--- config.mk ---
export PLATFORM = sky130hd
export DESIGN_NAME = kpwq_fifo
export DESIGN_NICKNAME = d
export VERILOG_FILES = /design/src/rtl/core/kpwq_fifo.sv
export SDC_FILE = /design/constraint.sdc
export NUM_CORES = 1
export LEC_CHECK = 0
export ABC_AREA = 1
export BUFFER_PORTS_ARGS = -buffer_cell sky130_fd_sc_hd__buf_4
export CORE_MARGIN = 2
export CORE_UTILIZATION = 55
export CTS_BUF_LIST = sky130_fd_sc_hd__clkbuf_2 sky130_fd_sc_hd__clkbuf_4 sky130_fd_sc_hd__clkbuf_8
export DETAILED_ROUTE_END_ITERATION = 7
export PLACE_DENSITY_LB_ADDON = 0.08
export SLEW_MARGIN = 25
export SYNTH_ARGS = -nofsm -noshare
export SYNTH_HDL_FRONTEND = slang
export SYNTH_SLANG_ARGS = --single-unit
--- constraint.sdc ---
create_clock -name clk -period 2.2 [get_ports clk]
set_clock_uncertainty 0.05 [all_clocks]
set_input_delay 0.11 -clock clk [delete_from_list [all_inputs] [get_ports clk]]
set_output_delay 0.11 -clock clk [all_outputs]
set_load 0.01 [all_outputs]
--- src/rtl/core/kpwq_fifo.sv ---
module kpwq_fifo #(
  parameter int DW    = 8,
  parameter int DEPTH = 2
) (
  input  logic          clk,
  input  logic          rst_n,
  input  logic          push_i,
  input  logic [DW-1:0] wdata_i,
  output logic          full_o,
  input  logic          pop_i,
  output logic [DW-1:0] rdata_o,
  output logic          empty_o
);

  localparam int PW = (DEPTH > 1) ? $clog2(DEPTH) : 1;
  localparam int CNTW = $clog2(DEPTH + 1);

  logic [DW-1:0]   mem_r [DEPTH];
  logic [PW-1:0]   wp_r, rp_r;
  logic [CNTW-1:0] cnt_r;
  logic            do_push, do_pop;

  assign full_o  = (cnt_r == CNTW'(DEPTH));
  assign empty_o = (cnt_r == '0);
  assign do_push = push_i && !full_o;
  assign do_pop  = pop_i && !empty_o;
  assign rdata_o = mem_r[rp_r];

  always_ff @(posedge clk) begin
    if (do_push) begin
      mem_r[wp_r] <= wdata_i;
    end
  end

  always_ff @(posedge clk) begin
    if (!rst_n) begin
      wp_r  <= '0;
      rp_r  <= '0;
      cnt_r <= '0;
    end else begin
      if (do_push) begin
        wp_r <= (wp_r == PW'(DEPTH - 1)) ? '0 : wp_r + 1'b1;
      end
      if (do_pop) begin
        rp_r <= (rp_r == PW'(DEPTH - 1)) ? '0 : rp_r + 1'b1;
      end
      if (do_push && !do_pop) begin
        cnt_r <= cnt_r + 1'b1;
      end else if (do_pop && !do_push) begin
        cnt_r <= cnt_r - 1'b1;
      end
    end
  end

endmodule

# Word-level counts from Yosys, hierarchy flattened
# Memories as Yosys holds them, arrays and structs flattened. A register that Yosys moved wholly into a read port is not among the register bits.
# Index checks and enable logic that the tools add are counted.
classes:
  addsub: 4
  n_eq_ne: 1
  mux: 8
  reduce_logical: 10
ops:
  columns: ["operator", "n"]
  rows:
  - ["$mux W1", 6]
  - ["$logic_and A1 B1 Y1", 4]
  - ["$logic_not A1 Y1", 4]
  - ["$mux W2", 2]
  - ["$add A1 B1 Y1 const B", 2]
  - ["$add A2 B1 Y2 const B", 1]
  - ["$eq A2 B2 Y1 const B", 1]
  - ["$logic_not A2 Y1", 1]
  - ["$reduce_bool A2 Y1", 1]
  - ["$sub A2 B1 Y2 const B", 1]
totals:
  regBits: 4
  ram_bits: 16
  inputBits: 12
  output_inout_bits: 10
  wordCells: 27
  memories: 1
memory_table:
  columns: ["memory", "words", "width", "read_ports", "rd_clocked_by_memory_dff", "wr", "line_no", "source"]
  rows:
  - ["mem_r", 2, 8, 1, 1, 1, "18", "logic [DW-1:0] mem_r [DEPTH];"]

# Logic depth before layout (Yosys ltp)
logic_depth:
  depth_word: 7
  ltp_mapped: 10
  mapped_depth_nobuf: 10

# Worst setup path before layout
# No wires, ideal clock.
synth_timing:
  path_type: "flip-flop to flip-flop"
  start: "register cnt_r[0]"
  end: "register cnt_r[1]"
  setup_time_ps: 64
  arrival_time_ps: 1258
  t_required_ps: 2086
  path_slack_ps: 828
  stages_incl_launch_ff: 10
  path_buffers: 0
  synth_period_minus_slack_ps: 1372
  cell_sequence: "dfxtp_1 -> nor2_1 -> nor2_2 -> inv_1 -> ha_1 -> inv_1 -> nand3_1 -> nand2_1 -> inv_1 -> nor2_1"
synth_via:
  elab_chain_len: 6
  elab_cells_between_ends: 15
  classes_between: "add/sub (2); eq/ne (1); mux (2); reduce/logical (10)"
synth_rtl:
  columns: ["element", "line_no", "source"]
  rows:
  - ["from (decl)", "20", "logic [CNTW-1:0] cnt_r;"]
  - ["from (signal assigned)", "48", "cnt_r <= cnt_r + 1'b1;"]
  - ["from (signal assigned)", "50", "cnt_r <= cnt_r - 1'b1;"]
  - ["$logic_not A2 Y1 *", "24", "assign empty_o = (cnt_r == '0);"]
  - ["named net empty_o", "12", "output logic empty_o"]
  - ["$logic_not A1 Y1 *", "26", "assign do_pop = pop_i && !empty_o;"]
  - ["$logic_and A1 B1 Y1 *", "26", null]
  - ["$logic_not A1 Y1", "47", "if (do_push && !do_pop) begin"]
  - ["$logic_and A1 B1 Y1", "47", null]
  - ["$mux W2 or $reduce_bool A2 Y1 (tied branches)", null, null]
# Mark *: on every way through the listed nets, which the timed path passes. The rest lies on a longest branch. The select of a mux whose other input is x is not followed.
# A chain may end at the register's enable or synchronous reset.

==> results.toml <==
[status]
status = "finished, final reports clean"

[detailed_routing]
detail-route-antenna-nets = 0
totalWireLength_mm = 1.366
num_vias = 527
dr.pass1.iters = 3
dr.first_iter.drc_count = 4
drc = 0
viasPerCell = 4.791
wl_per_cell_um = 12.42

[timing]
rsz0062_at_grt = "false"
hold_viol = 0
worst_slack_ns = 0.6666
maxSlewViolCount = 0
max_freq_ghz = 0.6521
post-route-period-util = 0.6970
max_slew_margin = 0.5721
setup_viol = 0
fin_crit_ns = 1.533
finalSetupTns_ns = 0
tightestPinTransition_ns = 0.6396

[worst_setup_path]
slowest_stage = "dfxtp_1"
max_stage_delay_ns = 0.55
path_class = "reg -> out"
crit_fanout = 8
cp-end-kind = "output port"
cp_data_required_time_ns = 2.04
cp_cell_sequence = "mux2_2 -> buf_4"
setup.worst_path.start_class = "flop"
cp_data_arrival_time_ns = 1.37

[clock_tree]
cts_resized = 0
clock_sinks = 21
cts_buffer_depth = 2
ctsHtreeMaxLevel = 1
cts_root_buf = "clkbuf_4"
clkTransAtPathRegs_ns = 0.11
numCtsBuffers = 3
postCtsHoldBufs = 8
clk_latency_ns = 0.29
cts_setup_buffers = 0
cts_tree = "yes"

[power]
power_leakage_nw = 0.4617
power_w = 0.001102
p_switching_w = 0.0003410
swShare = 0.3094
powerDensity_mw_per_mm2 = 999.9
sequentialPowerShare = 0.504
vdd_drop_max_uv = 729.8
combPwrFrac = 0.341
p_int_w = 0.0007612
clkPwrFrac = 0.155

[logic_synthesis]
syn_avg_cell_area_um2 = 13.07
synth_fp_nets = 76
synth.distinct_cells = 15
netlist_area_um2 = 823.3
synthTopCellsByArea = "edfxtp_1 (58%), dfxtp_1 (12%), mux2_2 (11%)"
yosysTopAreaCellShare = 0.5836
yosys.area.top_type = "edfxtp_1"
synth_cells = 63
seq_area_frac_synth = 0.7052
ys.warnings.count = 0
ys_seq_elements = 21

[floorplan]
die-area_mm2 = 0.001822
row_count = 13
ios = 22
core-area_mm2 = 0.001350
fp.dieH_um = 42.69
chipWidth_um = 42.69
floorplan.initialDensity = 0.6098

[place]
gp_congestion = 0.7720
dp_hpwl_um = 959.7
port_buffers = 21
preCtsSetupSlack_ns = 0.7407

[finish]
fin_util = 0.8165
area.growth.synth_to_final_pct = 33.89
antennaDiodeCount = 0
final_nets = 109
layout-drive-gt1-share = 0.3789

[global_routing]
antenna_found_initial = 0
grt_max_degree = 13
grt_pass1_wl_mm = 2.318
grt_pass1_vias = 531
grt_overflow = 0
grt_use_total = 0.1819

[worst_hold_path]
min_path_type = "in -> reg"

[flow_run]
maxCapViolCount = 0
[path summary, 6_finish.rpt]
kind / from / end / slack [ns] / cells after the start
worst max-delay path: flop / rdata_o[2] / 0.67 / 2
worst min register to register: wp_r / wp_r / 0.46 / 2
worst max register to register: cnt_r[0] / cnt_r[1] / 0.68 / 9
worst min-delay path: rst_n / wp_r / 0.03 / 3
[power groups by stage]
stage          combinational [W]  clock, W  sequential [W]
5_1_grt                 0.000422  0.000197        0.000565
6_report                0.000376  0.000171        0.000555
4_1_cts                 0.000373  0.000179        0.000556
2_1_floorplan           0.000239         0        0.000540
3_3_place_gp            0.000354         0        0.000560
3_5_place_dp            0.000359         0        0.000566
[layout by cell type, fill, tap and decap left out]
cell            n
inv_1           8
edfxtp_1       16
dfxtp_1         5
nand2_1         6
nand4_1         1
ha_1            1
nor2_1         10
clkinv_2        1
nor2_2          1
dlygate4sd3_1   8
mux2_2          8
buf_4          21
o21ai_2         1
a21oi_1         1
o21ai_0         2
clkbuf_4        3
nand3_1         1
inv_2           1
[metal layers]
metal | part of all wire | wire [um] | vias to the layer above | track usage
li1 | - | - | 278 | -
met1 | 0.42 | 571 | 235 | 0.2057
met2 | 0.53 | 722 | 12 | 0.3182
met3 | 0.040 | 55 | 2 | 0.02553
met4 | 0.012 | 17 | 0 | 0.1125
met5 | 0 | 0 | - | 0
[cells by family (layout without fill, tap and decap cells)]
group / after synthesis / count (layout) / synth area share
multiplexers: 8 / 8 / 0.1094
AO/OA/AOI/OAI: 4 / 4 / 0.02887
buffers and inverters: 10 / 42 / 0.04710
AND/OR/NAND/NOR: 19 / 19 / 0.09423
flip-flops: 21 / 21 / 0.7052
adder cells (fa/ha/maj): 1 / 1 / 0.01520
[worst max-delay path: cells and delay by family, from the launching register on]
kind | cells | cell delay, ns
flops | 1 | 0.55
buf+inv | 1 | 0.15
mux | 1 | 0.39
[sequential cells by signal (all words and copies together), names as in the netlist, named ones only]
| signal | count |
|---|---|
| cnt_r | 2 |
| wp_r | 1 |
| mem_r | 16 |
| rp_r | 1 |
[stage by stage]
stage	instance area (um^2)	hold WS (ns)	std cells
after floorplan	823.3	0.1589	63
after global placement	994.7	0.2456	98
after detailed placement	994.7	0.2488	98
after CTS	1102	0.01301	110
after global routing	1102	0.01108	110
final	1102	0.02920	110
[Yosys cell counts]
| library cell | count |
|---|---|
| inv_1 | 8 |
| mux2_2 | 8 |
| nand4_1 | 1 |
| o21ai_0 | 2 |
| o21ai_2 | 1 |
| a21oi_1 | 1 |
| nor2_1 | 10 |
| buf_2 | 1 |
| ha_1 | 1 |
| nand2_1 | 6 |
| nor2_2 | 1 |
| edfxtp_1 | 16 |
| nand3_1 | 1 |
| dfxtp_1 | 5 |
| inv_2 | 1 |
[area by class of cell]
class,instances,area (um^2)
Tap cell,15,18.77
Clock buffer,3,22.52
Inverter,9,33.78
Clock inverter,1,5.005
Fill cell,86,247.7
Multi-Input combinational cell,32,203.9
Timing Repair Buffer,29,237.7
Sequential cell,21,580.6
No activity file was read; power rests on OpenSTA's default activity.
