==> config.mk <==
export PLATFORM = sky130hd
export DESIGN_NAME = kpwq_front
export DESIGN_NICKNAME = d
export VERILOG_FILES = /design/src/rtl/core/kpwq_pkg.sv /design/src/rtl/core/kpwq_front.sv
export SDC_FILE = /design/constraint.sdc
export NUM_CORES = 1
export LEC_CHECK = 0
export BUFFER_PORTS_ARGS = -buffer_cell sky130_fd_sc_hd__buf_4
export CORE_MARGIN = 1
export CORE_UTILIZATION = 65
export DETAILED_ROUTE_END_ITERATION = 6
export GPL_TIMING_DRIVEN = 0
export HOLD_SLACK_MARGIN = 0.15
export PLACE_DENSITY = 0.87
export SLEW_MARGIN = 20
export SYNTH_ARGS = -nofsm -noshare
export SYNTH_HDL_FRONTEND = slang
export SYNTH_SLANG_ARGS = --single-unit
==> constraint.sdc <==
create_clock -name clk -period 11.1 [get_ports clk]
set_input_delay 1.665 -clock clk [delete_from_list [all_inputs] [get_ports clk]]
set_output_delay 1.665 -clock clk [all_outputs]
set_load 0.02 [all_outputs]
==> src/rtl/core/kpwq_pkg.sv <==
package kpwq_pkg;

  localparam int WORKERS_DEF     = 4;
  localparam int QUEUE_SLOTS_DEF = 32;
  localparam int OWNER_W         = 4;

  localparam logic [5:0] CAP_RESET = 6'd32;

  // register index taken from paddr[2]
  localparam logic CFG_CAP = 1'b0;

  localparam logic [2:0] ACT_SUBMIT   = 3'd0;
  localparam logic [2:0] ACT_CANCEL   = 3'd1;
  localparam logic [2:0] ACT_DEQUEUE  = 3'd2;
  localparam logic [2:0] ACT_COMPLETE = 3'd3;
  localparam logic [2:0] ACT_SHUTDOWN = 3'd4;

  localparam logic [2:0] ST_ACCEPTED = 3'd0;
  localparam logic [2:0] ST_STALE    = 3'd1;
  localparam logic [2:0] ST_REJECTED = 3'd2;
  localparam logic [2:0] ST_CANCEL   = 3'd3;
  localparam logic [2:0] ST_DISPATCH = 3'd4;
  localparam logic [2:0] ST_EMPTY    = 3'd5;
  localparam logic [2:0] ST_DONE     = 3'd6;

  typedef struct packed {
    logic [2:0]         action;
    logic [31:0]        key;
    logic signed [31:0] version;
    logic               priority_req;
    logic [15:0]        task_tag;
    logic [1:0]         worker;
  } in_t;

  typedef struct packed {
    logic [2:0]  status;
    logic [15:0] tag_out;
    logic [31:0] key_out;
    logic [1:0]  worker_out;
    logic        last;
  } out_t;

  typedef struct packed {
    in_t                item;
    logic [OWNER_W-1:0] owner;
  } cmd_t;

endpackage

==> src/rtl/core/kpwq_front.sv <==
module kpwq_front #(
  parameter int WORKERS = kpwq_pkg::WORKERS_DEF
) (
  input  logic            clk,
  input  logic            rst_n,
  input  logic            push_i,
  input  kpwq_pkg::in_t   item_i,
  output logic            full_o,
  input  logic            cmd_full_i,
  output logic            cmd_push_o,
  output kpwq_pkg::cmd_t  cmd_o
);

  localparam int RW = $clog2(WORKERS + 1);
  localparam logic [63:0] FNV_OFFSET = 64'hCBF29CE484222325;

  typedef enum logic [3:0] {
    F_IDLE = 4'b0001,
    F_HASH = 4'b0010,
    F_MOD  = 4'b0100,
    F_OUT  = 4'b1000
  } fstate_t;

  fstate_t        st_r, st_nxt;
  kpwq_pkg::in_t  item_r, item_nxt;
  logic [63:0]    hash_r, hash_nxt;
  logic [1:0]     rnd_r, rnd_nxt;
  logic [3:0]     cnt_r, cnt_nxt;
  logic [RW-1:0]  md_r, md_nxt;

  // prime is 2^40 + 0x1b3, so the product is a handful of shifted adds
  function automatic logic [63:0] fnv_round(input logic [63:0] h, input logic [7:0] b);
    logic [63:0] x;
    x = h ^ {56'd0, b};
    return (x << 40) + (x << 8) + (x << 7) + (x << 5) + (x << 4) + (x << 1) + x;
  endfunction

  // four bits of restoring remainder, msb first
  function automatic logic [RW-1:0] mod_nib(input logic [RW-1:0] r, input logic [3:0] nib);
    logic [RW:0]   v;
    logic [RW-1:0] acc;
    acc = r;
    for (int k = 3; k >= 0; k--) begin
      v = {acc, nib[k]};
      if (v >= (RW+1)'(WORKERS)) begin
        v = v - (RW+1)'(WORKERS);
      end
      acc = v[RW-1:0];
    end
    return acc;
  endfunction

  assign full_o     = (st_r != F_IDLE);
  assign cmd_push_o = (st_r == F_OUT) && !cmd_full_i;
  assign cmd_o      = '{item: item_r, owner: kpwq_pkg::OWNER_W'(md_r)};

  always_comb begin
    st_nxt   = st_r;
    item_nxt = item_r;
    hash_nxt = hash_r;
    rnd_nxt  = rnd_r;
    cnt_nxt  = cnt_r;
    md_nxt   = md_r;
    unique case (st_r)
      F_IDLE: begin
        if (push_i) begin
          item_nxt = item_i;
          hash_nxt = FNV_OFFSET;
          rnd_nxt  = '0;
          cnt_nxt  = 4'hF;
          md_nxt   = '0;
          if (item_i.action == kpwq_pkg::ACT_SUBMIT ||
              item_i.action == kpwq_pkg::ACT_CANCEL) begin
            st_nxt = F_HASH;
          end else begin
            st_nxt = F_OUT;
          end
        end
      end
      F_HASH: begin
        hash_nxt = fnv_round(hash_r, item_r.key[rnd_r*8 +: 8]);
        rnd_nxt  = rnd_r + 1'b1;
        if (rnd_r == 2'd3) begin
          st_nxt = F_MOD;
        end
      end
      F_MOD: begin
        md_nxt  = mod_nib(md_r, hash_r[cnt_r*4 +: 4]);
        cnt_nxt = cnt_r - 1'b1;
        if (cnt_r == 4'd0) begin
          st_nxt = F_OUT;
        end
      end
      F_OUT: begin
        if (!cmd_full_i) begin
          st_nxt = F_IDLE;
        end
      end
      default: st_nxt = F_IDLE;
    endcase
  end

  always_ff @(posedge clk) begin
    item_r <= item_nxt;
    hash_r <= hash_nxt;
    rnd_r  <= rnd_nxt;
    cnt_r  <= cnt_nxt;
    md_r   <= md_nxt;
  end

  always_ff @(posedge clk) begin
    if (!rst_n) begin
      st_r <= F_IDLE;
    end else begin
      st_r <= st_nxt;
    end
  end

endmodule

# Word-level counts from Yosys, hierarchy flattened
# Index checks and enable logic that the tools add are counted.
[word_totals]
regBits = 163
input_bits = 90
out_inout_bits = 92
[op_classes]
n_addsub = 12
order_cmp = 4
n_eq_ne = 11
shift = 2
mux = 21
n_bitwise = 1
reduce_logical = 11
[ops]
columns = ["cell", "count"]
rows = [
  ["64-bit adder", 6],
  ["64-bit one-hot mux with 2 select lines", 1],
  ["64-bit two-way mux", 1],
  ["64-bit by 7-bit variable part select with 4-bit output", 1],
  ["64-bit by 8-bit bitwise XOR with 64-bit output", 1],
  ["32-bit by 6-bit variable part select with 8-bit output", 1],
  ["3-bit two-way mux", 8],
  ["4-bit two-way mux", 6],
  ["4-bit by 3-bit greater-or-equal comparator with 1-bit output, second input constant", 4],
  ["4-bit one-hot mux with 4 select lines", 1],
  ["3-bit subtractor, second input constant", 4],
  ["2-bit != test, second input constant", 4],
  ["4-bit one-hot mux with 2 select lines", 1],
  ["3-bit one-hot mux with 2 select lines", 1],
  ["2-bit AND reduction", 3],
  ["4-bit by 1-bit equality test with 1-bit output, second input constant", 1],
  ["4-bit by 2-bit equality test with 1-bit output, second input constant", 1],
  ["4-bit by 3-bit equality test with 1-bit output, second input constant", 1],
  ["4-bit equality test, second input constant", 1],
  ["4-bit logical NOT", 1],
  ["4-bit by 1-bit != test with 1-bit output, second input constant", 1],
  ["2-bit one-hot mux with 2 select lines", 1],
  ["4-bit AND reduction", 1],
  ["2-bit nonzero test", 2],
  ["other kinds (9)", 9],
]

# Longest topological paths before layout
# Gate-level depths: netlist of run 1.
[depth]
depth_word = 13
depth_mapped = 21

# Worst setup path after synthesis of run 1
# No wires, ideal clock.
[synth_timing]
path_kind = "register -> register"
start = "register rnd_r[0]"
end = "register hash_r[54] (data pin)"
setup_ns = 0.259
arrival_time_ns = 5.928
required_time_ns = 10.841
setup_slack_ns = 4.913
stages_incl_launch_ff = 20
path_buffers = 1
period_less_slack_ns = 6.187
cell_sequence = "edfxtp_1 -> clkbuf_1 -> mux4_2 -> xor2_1 -> inv_1 -> fa_1 -> inv_1 -> fa_1 -> fa_1 -> ha_1 -> ha_1 -> nand2_1 -> or3_1 -> a21oi_2 -> or2_4 -> a311oi_4 -> o31a_4 -> o21a_1 -> o41a_1 -> mux2i_1"
[synth_via]
elab_chain_len = 9
[synth_lines]
columns = ["element", "line_no", "rtl"]
rows = [
  ["start: declaration", "kpwq_front.sv:27", "logic [1:0] rnd_r, rnd_nxt;"],
  ["start signal: assignment", "kpwq_front.sv:106", "rnd_r <= rnd_nxt;"],
  ["32-bit by 6-bit variable part select with 8-bit output (*)", "kpwq_front.sv:81", "hash_nxt = fnv_round(hash_r, item_r.key[rnd_r*8 +: 8]);"],
  ["64-bit by 8-bit bitwise XOR with 64-bit output (*)", "kpwq_front.sv:34", "x = h ^ {56'd0, b};"],
  ["64-bit adder (5 in a row)", "kpwq_front.sv:35", "return (x << 40) + (x << 8) + (x << 7) + (x << 5) + (x << 4) + (x << 1) + x;"],
  ["64-bit adder (*)", "kpwq_front.sv:35", ""],
  ["64-bit one-hot mux with 2 select lines (*)", "kpwq_front.sv:64", "unique case (st_r)"],
  ["end signal: assignment", "kpwq_front.sv:105", "hash_r <= hash_nxt;"],
  ["end: declaration", "kpwq_front.sv:26", "logic [63:0] hash_r, hash_nxt;"],
]
# Mark *: on every way between the ends. The rest lies on a longest branch, timed or not.
# A chain may end at the register's enable or synchronous reset.

# Worst setup path in the final report of run 1
[layout_timing]
start = "register rnd_r[0]"
end = "register hash_r[61] (data pin)"
# The elaborated chain is that of the path after synthesis.

==> flow_summary.yaml, run 1 <==
worst_hold_path:
  holdPathStages: 2
  min_path_type: "reg2reg"
synth:
  async_flop_share_pct: 0
  yosys.area_share.simple_pct: 8.25
  synthTopCellsByArea: "fa_1 (30%), edfxtp_1 (29%), ha_1 (8.5%)"
  syn_nets: 1921
  synth_xor_area_share_pct: 3.71
  synth_fa_ha_area_share_pct: 38.3
  synth-seq-cells: 163
  synth_area_per_cell_um2: 11.2
  synth_ff_type: "edfxtp_1"
  muxShareOfSynthArea_pct: 2.90
  synth_compound_area_share_pct: 9.16
  postSynthCellCount: 1474
  yosysSeqAreaShare_pct: 29.4
  yosys_warnings: 0
  synth-edff-count: 159
  ys_types: 68
  yosysTopAreaCell: "fa_1"
  synth.cell_area_mm2: 0.0165
  synth_top_family_by_area: "adder cells"
  synth_top_area_share_pct: 29.8
placement:
  placed_area_mm2: 0.0183
  hpwl_mm: 35.7
  portBuffers: 180
  place_ws_ns: 3.41
  globalplace.congestion: 0.956
cts:
  htreeDepth: 4
  cts.repair.resized: 0
  numCtsBuffers: 17
  post-cts-setup-buffers: 0
  cts_root_buf: "clkbuf_16"
  cts_hold_buffers: 0
  clk_pin_slew_ns: 0.09
  tritoncts: "yes"
  clockBufferDepth: 2
  insertion_delay_ns: 0.46
  cts_num_sinks: 163
global_route:
  grt_pass1_wl_mm: 72.6
  first_global_vias: 13252
  track_usage_pct: 37.7
  grt_max_degree: 59
  grt-ovfl-total: 0
  antenna_found_initial: 1
sta:
  post-route-min-period_ns: 8.02
  hold-worst-slack_ns: 0.656
  grt_setup_unrepaired: "no"
  max_freq_mhz: 125
  fin_crit_sh_pct: 72.3
  worstMarginPinSlew_ns: 1.06
  setup_viol: 0
  fin_skew_ns: 0.0206
  drv_slew: 0
  setup_tns_ns: 0
  hold_violations: 0
  setup_ws_ns: 3.08
  maxSlewHeadroom_pct: 29.3
floorplanning:
  std_cell_rows: 57
  core_area_mm2: 0.0246
  io_pins: 182
  dieHeight_um: 161
  initial_core_util_pct: 67.0
  die_w_um: 161
  die_area_mm2: 0.0260
critical_path:
  reg2reg_depth: 19
  cp-end-kind: "flip-flop"
  regToRegEndpoint: "hash_r[61]"
  crit_path_cell_trace: "clkbuf_1 > mux4_2 > xor2_1 > inv_1 > fa_1 > inv_1 > fa_1 > fa_1 > ha_1 > ha_1 > a21oi_1 > o221ai_1 > a211oi_1 > nor3b_1 > o21ai_0 > a21oi_1 > o211ai_1 > nand3_1 > nor3b_1"
  path_class: "reg2reg"
  r2r_setup_slack_ns: 3.08
  worst_path_most_repeated_cell: "fa_1"
  cpMaxStageDelayCell: "xor2_1"
  start_kind: "flip-flop"
  worstPathArrival_ns: 8.20
  cp.required_ns: 11.28
  slowest_delay_ns: 0.80
  rr_startpoint: "rnd_r[0]"
  critical_path.startpoint: "rnd_r[0]"
  cp_max_fo: 9
  crit_path_end: "hash_r[61]"
cells_and_area:
  fillerInstances: 1503
  nets: 2124
  layout_commonest_cell: "inv_1"
  n_antenna_cell: 0
  final_cell_mix: "inv_1 (303), fa_1 (245), buf_4 (182)"
  syn_to_final_growth_pct: 15.2
  design_area_mm2: 0.0190
  layout-drive-gt1-share_pct: 16.0
detailed_routing:
  final_antenna_net_count: 0
  wire_per_inst_um: 23.0
  drt_first_pass_iters: 6
  totalWireLength_mm: 46.3
  route.detailed.drc: 0
  drt_iter0_drc: 1253
  vias_per_cell: 6.18
  num_vias: 12444
outcome:
  status: "completed"
flow_run:
  maxCapViolations: 0
[flip-flops by register name, indices dropped and copies added, names as in the netlist]
| name | flops |
|---|---|
| rnd_r | 2 |
| hash_r | 64 |
| st_r | 4 |
| cnt_r | 4 |
| md_r | 3 |
| cmd_o | 86 |
[metal layers]
metal / up-vias / part of all wire, % / routed length, µm / track usage, %
li1: 5275 / - / - / -
met2: 848 / 48 / 22400 / 61.7
met3: 174 / 11 / 5140 / 9.37
met4: 0 / 5.6 / 2600 / 20.0
met1: 6147 / 35 / 16200 / 46.7
met5: - / 0 / 0 / 0
[critical path: cells and delay by family (launching register included)]
kind	cells	cell delay, ns
adder cells (fa/ha/maj)	5	2.27
buffers and inverters	3	0.99
multiplexers	1	0.62
AO/OA/AOI/OAI	6	2.23
XOR/XNOR	1	0.80
AND/OR/NAND/NOR	3	0.43
flip-flops	1	0.39
[worst min-delay path by stage]
stage          slack [ns]    start       end
2_1_floorplan        0.61  st_r[1]  cnt_r[2]
3_3_place_gp         0.65  md_r[1]   md_r[2]
3_5_place_dp         0.65  md_r[1]   md_r[2]
4_1_cts              0.66  md_r[1]   md_r[2]
5_1_grt              0.69  md_r[1]   md_r[2]
6_report             0.66  md_r[1]   md_r[2]
[kinds of logic after synthesis]
group	after synthesis
AOI/OAI and AO/OA	231
xor gates and xnor gates	69
adders and majority gates	357
buffers and inverters	351
DFF	163
muxes	24
other	1
and+or+nand+nor	278
[per-stage QoR]
step	util, %	std cells
after floorplan	-	1474
after global placement	74.1	1978
after detailed placement	74.5	1982
after CTS	77.2	2014
after global routing	77.2	2014
final	77.2	2014
[cell usage after synthesis, drive strengths merged (9+ instances only)]
cell type  count
xor2          26
a21o          43
nor3          24
mux4          19
edfxtp       159
fa           245
clkbuf        29
inv          304
a21oi         71
xnor2         43
and3          10
nand3         15
nand2         74
and2          13
nor2          83
o21ai         42
o21bai         9
buf           18
ha           112
nand4         20
o21a          11
a31oi         11
a211oi         9
[cell type report]
| class | instances | area (µm²) | share of cell area, % |
|---|---|---|---|
| Clock buffer | 17 | 425 | 2.24 |
| Sequential cell | 163 | 4850 | 25.6 |
| Multi-Input combinational cell | 960 | 10300 | 54.2 |
| Clock inverter | 15 | 230 | 1.21 |
| Tap cell | 324 | 405 | 2.13 |
| Buffer | 47 | 219 | 1.15 |
| Inverter | 304 | 1140 | 6.02 |
| Timing Repair Buffer | 184 | 1420 | 7.46 |
Power of run 1 is not shown: default switching activity piles up to over one toggle a cycle in this logic, so the estimate is an artifact.
==> run 2, diff against run 1 <==
--- a/config.mk
+++ b/config.mk
@@ -7,11 +7,11 @@
 export LEC_CHECK = 0
 export BUFFER_PORTS_ARGS = -buffer_cell sky130_fd_sc_hd__buf_4
 export CORE_MARGIN = 1
-export CORE_UTILIZATION = 65
+export CORE_UTILIZATION = 61
 export DETAILED_ROUTE_END_ITERATION = 6
 export GPL_TIMING_DRIVEN = 0
 export HOLD_SLACK_MARGIN = 0.15
-export PLACE_DENSITY = 0.87
+export PLACE_DENSITY = 0.83
 export SLEW_MARGIN = 20
 export SYNTH_ARGS = -nofsm -noshare
 export SYNTH_HDL_FRONTEND = slang
==> constraint.sdc (replaced) <==
create_clock -name clk -period 8.3 [get_ports clk]
set_input_delay 1.245 -clock clk [delete_from_list [all_inputs] [get_ports clk]]
set_output_delay 1.245 -clock clk [all_outputs]
set_load 0.02 [all_outputs]
==> run 2 against run 1 <==
Compared with the run above:
- maximum frequency is 3.3% higher
- final cell count is 0.60% higher
- die area is 6.5% higher
- via count is 3.2% lower
- highest routed layer is now met5
==> flow_summary.yaml, run 2 (synthesized netlist as in run 1, its figures left out) <==
cells_and_area:
  layout_commonest_cell: "inv_1"
  fillerInstances: 1747
  final_cells: 2026
  final_cell_mix: "inv_1 (303), fa_1 (245), buf_4 (183)"
  layout-drive-gt1-share_pct: 16.0
  nets: 2124
  largest_register_ffs: 86
  syn_to_final_growth_pct: 15.1
critical_path:
  slowest_delay_ns: 0.72
  cp_top_family: "adder cells"
  start_kind: "flip-flop"
  rr_startpoint: "rnd_r[0]"
  path_class: "reg2reg"
  worstPathArrival_ns: 8.00
  cpMaxStageDelayCell: "xor2_1"
  crit_path_cell_trace: "clkbuf_1 > mux4_2 > xor2_1 > inv_1 > fa_1 > inv_1 > fa_1 > fa_1 > ha_1 > ha_1 > a21oi_1 > o221ai_1 > a211oi_1 > nor3b_1 > o21ai_0 > a21oi_1 > o211ai_1 > a21oi_1 > nor3b_1"
  cp_max_fo: 9
  cp.required_ns: 8.53
  cp_num_buf_inv: 3
  regToRegEndpoint: "hash_r[61]"
  reg2reg_depth: 19
  r2r_setup_slack_ns: 0.53
  cp-end-kind: "flip-flop"
sta:
  max_freq_mhz: 129
  hold_violations: 0
  fin_crit_sh_pct: 93.6
  setup_viol: 0
  worstMarginPinSlew_ns: 1.08
  drv_slew: 0
  hold-worst-slack_ns: 0.666
  post-route-min-period_ns: 7.77
  maxSlewHeadroom_pct: 27.8
  grt_setup_unrepaired: "no"
  setup_tns_ns: 0
  fin_skew_ns: 0.0149
global_route:
  met2_usage_pct: 57.1
  grt_pass1_wl_mm: 70.3
  grt_max_degree: 66
  first_global_vias: 12792
  antenna_found_initial: 2
  use_met3_pct: 7.63
  use_met1_pct: 42.4
  top_usage_layer: "met2"
  grt-ovfl-total: 0
  track_usage_pct: 33.9
cts:
  htreeDepth: 4
  insertion_delay_ns: 0.45
  cts_num_sinks: 163
  numCtsBuffers: 17
  cts_root_buf: "clkbuf_16"
  clk_pin_slew_ns: 0.08
  tritoncts: "yes"
  clockBufferDepth: 2
  cts.repair.resized: 0
  cts_hold_buffers: 0
  post-cts-setup-buffers: 0
floorplanning:
  std_cell_rows: 59
  core_area_mm2: 0.0263
  die_w_um: 166
  die_area_mm2: 0.0277
  io_pins: 182
  dieHeight_um: 166
  initial_core_util_pct: 62.7
outcome:
  status: "completed"
detailed_routing:
  final_antenna_net_count: 0
  drt_iter0_drc: 1063
  vias_per_cell: 5.95
  wire_per_inst_um: 22.0
  num_vias: 12048
  route.detailed.drc: 0
  totalWireLength_mm: 44.5
  drt_first_pass_iters: 5
worst_hold_path:
  min_path_type: "reg2reg"
  whs_endpoint: "md_r[2]"
  hp-start: "md_r[0]"
  holdPathStages: 2
placement:
  hpwl_mm: 36.3
  portBuffers: 180
  globalplace.congestion: 0.987
  placedCellCount: 1993
flow_run:
  maxCapViolations: 0
run 2: cell count changes in the layout (fill, tap and decap cells not counted), sizes merged:
cell and delta:
clkinv -1, diode +1, bufinv +1
run 2: metrics by stage:
| step | cell area, µm² | setup WS, ns | util, % |
|---|---|---|---|
| after floorplan | 16500 | 2.11 | - |
| after global placement | 18300 | 0.724 | 69.5 |
| after detailed placement | 18300 | 0.702 | 69.8 |
| after CTS | 19000 | 0.613 | 72.2 |
| after global routing | 19000 | 0.137 | 72.2 |
| final | 19000 | 0.534 | 72.2 |
run 2: per-layer routing:
metal,vias to the layer above,share of wire [%]
met4,2,4.2
li1,5284,-
met5,-,0.025
met3,121,9.2
met2,658,50
met1,5983,37
run 2: worst max path at each step:
| stage | depth (start not counted) | to | from |
|---|---|---|---|
| 2_1_floorplan | 19 | hash_r[54] | rnd_r[0] |
| 3_5_place_dp | 19 | hash_r[57] | rnd_r[0] |
| 5_1_grt | 19 | hash_r[57] | rnd_r[0] |
| 3_3_place_gp | 19 | hash_r[57] | rnd_r[0] |
| 6_report | 19 | hash_r[61] | rnd_r[0] |
| 4_1_cts | 19 | hash_r[61] | rnd_r[0] |
run 2: worst register-to-register path, cell delays in order, from the launching register on:
cell and delay, ns:
edfxtp_1 0.36, clkbuf_1 0.53, mux4_2 0.60, xor2_1 0.72
inv_1 0.31, fa_1 0.60, inv_1 0.05, fa_1 0.47
fa_1 0.50, ha_1 0.31, ha_1 0.37, a21oi_1 0.26
o221ai_1 0.16, a211oi_1 0.61, nor3b_1 0.16, o21ai_0 0.59
a21oi_1 0.24, o211ai_1 0.29, a21oi_1 0.10, nor3b_1 0.33
run 2: final cells by class:
class                      count  area (µm²)  share of cell area, %
tap                          335         419                   2.21
buffer                        47         219                   1.15
clock inverter                15         205                   1.08
clock buffer                  17         425                   2.24
sequential                   163        4850                   25.6
inverter                     304        1140                   6.03
antenna                        1        2.50                 0.0132
timing repair buffer         184        1410                   7.44
multi-input combinational    960       10300                   54.3
Power of run 2 is left out for the same reason.
